`config.mk`:
```
export PLATFORM = sky130hd
export DESIGN_NAME = cvm_extremes
export DESIGN_NICKNAME = d
export VERILOG_FILES = /design/src/rtl/cvm_pkg.sv /design/src/rtl/cvm_extremes.sv
export SDC_FILE = /design/constraint.sdc
export NUM_CORES = 1
export LEC_CHECK = 0
export ABC_AREA = 1
export BUFFER_PORTS_ARGS = -buffer_cell sky130_fd_sc_hd__buf_2
export CORE_UTILIZATION = 30
export DETAILED_ROUTE_END_ITERATION = 12
export PLACE_DENSITY = 0.5
export SYNTH_ARGS = -nofsm -noshare
export SYNTH_HDL_FRONTEND = slang
export SYNTH_SLANG_ARGS = --single-unit
```
`constraint.sdc`:
```
create_clock -name clock -period 4.1 [get_ports clock]
set_input_delay 0.615 -clock clock [delete_from_list [all_inputs] [get_ports clock]]
set_output_delay 0.615 -clock clock [all_outputs]
set_load 0.05 [all_outputs]
```
`src/rtl/cvm_pkg.sv`:
```
`timescale 1ns / 1ps

package cvm_pkg;

   localparam int CODE_W    = 16;
   localparam int IDX_W     = 4;
   localparam int AVG_W     = 24;
   localparam int SUM_W     = 30;
   localparam int FAULT_W   = 2;
   localparam int CSR_IDX_W = 1;
   localparam int REQ_W     = 32;
   localparam int RSP_W     = 96;

   localparam logic [FAULT_W-1:0] FAULT_NONE  = 2'd0;
   localparam logic [FAULT_W-1:0] FAULT_OVER  = 2'd1;
   localparam logic [FAULT_W-1:0] FAULT_UNDER = 2'd2;

   localparam logic [CSR_IDX_W-1:0] CSR_OVER_LIMIT  = 1'd0;
   localparam logic [CSR_IDX_W-1:0] CSR_UNDER_LIMIT = 1'd1;

   localparam logic [CODE_W-1:0] OVER_LIMIT_RESET  = 16'd42000;
   localparam logic [CODE_W-1:0] UNDER_LIMIT_RESET = 16'd28000;

   localparam logic [7:0] AVG_KEEP_COEF = 8'd205;
   localparam logic [7:0] AVG_NEW_COEF  = 8'd51;
   localparam logic [7:0] AVG_ROUND     = 8'd128;

   typedef struct packed {
      logic [6:0]        pad;
      logic [CODE_W-1:0] raw_code;
      logic [IDX_W-1:0]  cell_index;
      logic [IDX_W-1:0]  ic_index;
      logic              bank_select;
   } cvm_req_type;

   typedef struct packed {
      logic [IDX_W-1:0]  max_cell;
      logic [IDX_W-1:0]  max_ic;
      logic [CODE_W-1:0] max_value;
      logic [IDX_W-1:0]  min_cell;
      logic [IDX_W-1:0]  min_ic;
      logic [CODE_W-1:0] min_value;
   } cvm_extremes_type;

   typedef struct packed {
      logic              check;
      logic              bank;
      logic [CODE_W-1:0] value;
      logic [IDX_W-1:0]  ic;
      logic [IDX_W-1:0]  cell_no;
   } cvm_ext_upd_type;

   typedef struct packed {
      logic [SUM_W-1:0]   module_sum;
      cvm_extremes_type   extremes;
      logic [CODE_W-1:0]  cell_average;
      logic [FAULT_W-1:0] fault_code;
   } cvm_rsp_type;

endpackage

```
`src/rtl/cvm_extremes.sv`:
```
`timescale 1ns / 1ps

module cvm_extremes
   import cvm_pkg::*;
(
   input  logic             clock,
   input  logic             reset,
   input  logic             enable,
   input  cvm_ext_upd_type  upd,
   output cvm_extremes_type report
);

   cvm_extremes_type ext_ff [2];
   cvm_extremes_type cur;
   cvm_extremes_type ext_in;

   always_comb begin
      cur    = ext_ff[upd.bank];
      ext_in = cur;
      if (upd.check) begin
         if (upd.value < cur.min_value) begin
            ext_in.min_value = upd.value;
            ext_in.min_ic    = upd.ic;
            ext_in.min_cell  = upd.cell_no;
         end
         if (upd.value > cur.max_value) begin
            ext_in.max_value = upd.value;
            ext_in.max_ic    = upd.ic;
            ext_in.max_cell  = upd.cell_no;
         end
      end
   end

   always_ff @(posedge clock) begin
      if (reset) begin
         for (int b = 0; b < 2; b++) begin
            ext_ff[b].min_value <= '1;
            ext_ff[b].min_ic    <= '0;
            ext_ff[b].min_cell  <= '0;
            ext_ff[b].max_value <= '0;
            ext_ff[b].max_ic    <= '0;
            ext_ff[b].max_cell  <= '0;
         end
      end else if (enable) begin
         ext_ff[upd.bank] <= ext_in;
      end
   end

   // report the state after this item's update
   assign report = ext_in;

endmodule

```
==> metrics.yaml <==
final_layout:
  diodes: 0
  final.fill_count: 1897
  largest_register_ffs: 96
  commonest_cells_after_routing_fill_and_taps_aside: "nand2_1, edfxtp_1, inv_1, buf_2, nor2_1"
  finalNetCount: 780
  max_flop_register: "ext_ff"
  final_standard_cell_utilization_of_the_core_pct: 36.3
  syn_to_final_growth_pct: 17.3
  final_common_cell: "nand2_1"
  final_layout_size_suffix_gt1_share_pct: 18.5
  largest_registers: "ext_ff: 96 flops"
sta:
  finalHoldViolCount: 0
  grt_setup_unrepaired: "false"
  fin_tns_setup_ns: 0
  max_slew_margin_pct: 44.5
  max_freq_mhz: 267
  fin_hold_ws_ns: 0.663
  final.setup.worst_slack_ns: 0.349
  maxSlewViolCount: 0
  worstMarginPinSlew_ns: 0.833
  fin_crit_sh_pct: 91.5
  timing.final.setup_violations: 0
  fin_crit_ns: 3.75
  fin_worst_skew_ns: 0.00468
global_routing:
  antenna_violations_before_repair: 0
  grtUsageTotal_pct: 16.7
  grt_pass1_wl_um: 24800
  grt_overflow_total: 0
  pin_count_of_the_biggest_net_entering_global_routing: 50
  grt_pass1_vias: 4717
drt:
  drt_iter0_markers: 243
  total_drc_errors_in_the_routed_layout: 3
  routed_wire_length_per_instance_um: 16.0
  mean_number_of_vias_per_cell: 4.77
  drt_first_pass_iters: 10
  vias: 4547
  totalWireLength_um: 15200
  ant_nets: 0
setup_path:
  rr_endpoint: "ext_ff[0][18]"
  crit_path_end_kind: "output port"
  cp_data_arrival_time_ns: 3.14
  timing_worst_setup_path_type: "in -> out"
  worstSetupStartpointType: "primary input"
  reg2reg_depth: 10
  cp_data_required_time_ns: 3.48
  crit_path_max_fanout: 49
  reg2reg_setup_slack_ns: 1.49
  r2r_start: "ext_ff[1][15]"
yosys:
  synth_xor_area_share_pct: 0
  postSynth.topFlopCell: "edfxtp_1"
  synth.ff_latch_count: 96
  synthesis.yosys.warnings: 0
  synth_fp_nets: 706
  fraction_of_synthesized_area_in_multiplexers_pct: 2.66
  synth_enable_flop_cells: 96
  synth_area_per_cell_um2: 8.73
  synthArstFlopShare_pct: 0
  post_synth_instance_area_um2: 5640
  synth-adder-area-share_pct: 6.88
  synthSimpleGateAreaFrac_pct: 27.7
  syn_inst: 646
  share_of_the_synthesized_area_in_compound_gates_ao_oa_aoi_oai_pct: 3.53
  synth_cell_type_count: 26
  ys_seq_area_share_pct: 51.1
  combinational_family_with_the_most_area_after_synthesis: "simple AND/OR/NAND/NOR gates"
floorplan:
  height_of_the_chip_um: 139
  design.die.area_um2: 19300
  std_cell_rows: 49
  initial_core_util_pct: 31.0
  io_pins: 77
  coreArea_um2: 18200
  die_w_um: 139
cts:
  clock_sink_count: 96
  cts.path.max_buffers: 2
  path_clk_slew_ns: 0.07
  root_buffer: "clkbuf_16"
  holdBufCountCts: 0
  ctsHtreeMaxLevel: 3
  worstSkewPairLatency_ns: 0.36
  post_cts.repair.setup_buffers: 0
  post_cts_resize_count: 0
  tritoncts: "yes"
  numCtsBuffers: 9
placed_design:
  port_buffers: 76
  placement.setup.worst_slack_ns: 0.345
  hpwlAfterDp_um: 10300
  finalWeightedCongestion: 0.795
power_and_ir_drop:
  power_leakage_nw: 3.01
  areal_power_density_over_the_cells_nw_per_um2: 413
  worst_ir_drop_vdd_mv: 0.211
outcome:
  violations: "design-rule violations"
  status: "finished, violations left"
run:
  maxCapViolCount: 0
worst_hold_path:
  timing.hold.worst.class: "in -> reg"
  whs_endpoint: "ext_ff[1][0]"
  hold-path-cell-count: 3
  holdCritStartpoint: "upd[8]"
-- metal layers --
metal | global-route usage [%] | up-vias | share of wire, %
li1 | - | 2273 | -
met1 | 21.2 | 2117 | 46
met2 | 27.8 | 128 | 47
met3 | 2.66 | 29 | 4.9
met4 | 7.95 | 0 | 2.7
met5 | 0 | - | 0
-- worst max path at each step --
| stage | start | endpoint | slack (ns) | depth (start not counted) |
|---|---|---|---|---|
| after floorplan | upd[24] | ext_ff[1][16] | 0.35 | 4 |
| after global placement | upd[24] | report[28] | 0.36 | 15 |
| after detailed placement | upd[24] | report[30] | 0.34 | 15 |
| after CTS | upd[24] | report[30] | 0.34 | 15 |
| after global routing | upd[24] | report[30] | 0.07 | 15 |
| final | upd[24] | report[30] | 0.35 | 15 |
-- where the power goes --
part / total [mW] / internal (mW) / switching [mW]
logic: 0.712 / 0.171 / 0.541
registers: 1.16 / 1.14 / 0.0132
clock network: 0.860 / 0.472 / 0.389
-- kinds of logic (layout without fill, tap and decap cells) --
logic type               after synthesis  count (layout)
flip-flops                            96              96
AO/OA/AOI/OAI                         37              37
multiplexers                          15              15
adder cells (fa/ha/maj)               31              31
buffers and inverters                113             192
AND/OR/NAND/NOR                      354             354
-- layout make-up --
cell class / instances / area [µm²] / area share [%]
clock buffer: 9 / 225 / 3.41
clock inverter: 7 / 72.6 / 1.10
inverter: 84 / 318 / 4.81
multi-input combinational: 437 / 2300 / 34.8
sequential: 96 / 2880 / 43.6
tap: 229 / 287 / 4.33
timing repair buffer: 92 / 526 / 7.95
-- cell usage after synthesis (12+ instances only) --
library cell / n / area (µm²)
nand3b_1: 15 / 113
or2_2: 16 / 100
mux2i_1: 15 / 150
edfxtp_1: 96 / 2880
nand2_1: 169 / 634
clkbuf_1: 13 / 48.8
a21oi_1: 12 / 60.1
nor2_1: 74 / 278
nand3_1: 69 / 345
inv_1: 83 / 312
buf_2: 13 / 65.1
ha_1: 31 / 388
o21ai_0: 21 / 105
-- worst max-delay path, cell delays in order --
cell	delay, ns
buf_2	0.14
buf_12	0.26
mux2i_1	0.31
ha_1	0.29
a21oi_1	0.15
o21ai_0	0.13
nand2_1	0.08
nand3_1	0.06
nand2_1	0.05
nand2_1	0.07
nand2_2	0.40
nand2_1	0.10
nand2_1	0.19
inv_1	0.06
buf_2	0.21
-- stage by stage --
| stage | area (µm²) | power [mW] | cells |
|---|---|---|---|
| after global routing | 6610 | 2.85 | 954 |
| after detailed placement | 6310 | 1.90 | 938 |
| after floorplan | 5640 | 1.70 | 646 |
| final | 6610 | 2.73 | 954 |
| after CTS | 6610 | 2.75 | 954 |
| after global placement | 6310 | 1.89 | 938 |
Power figures use the tool's default switching activity.
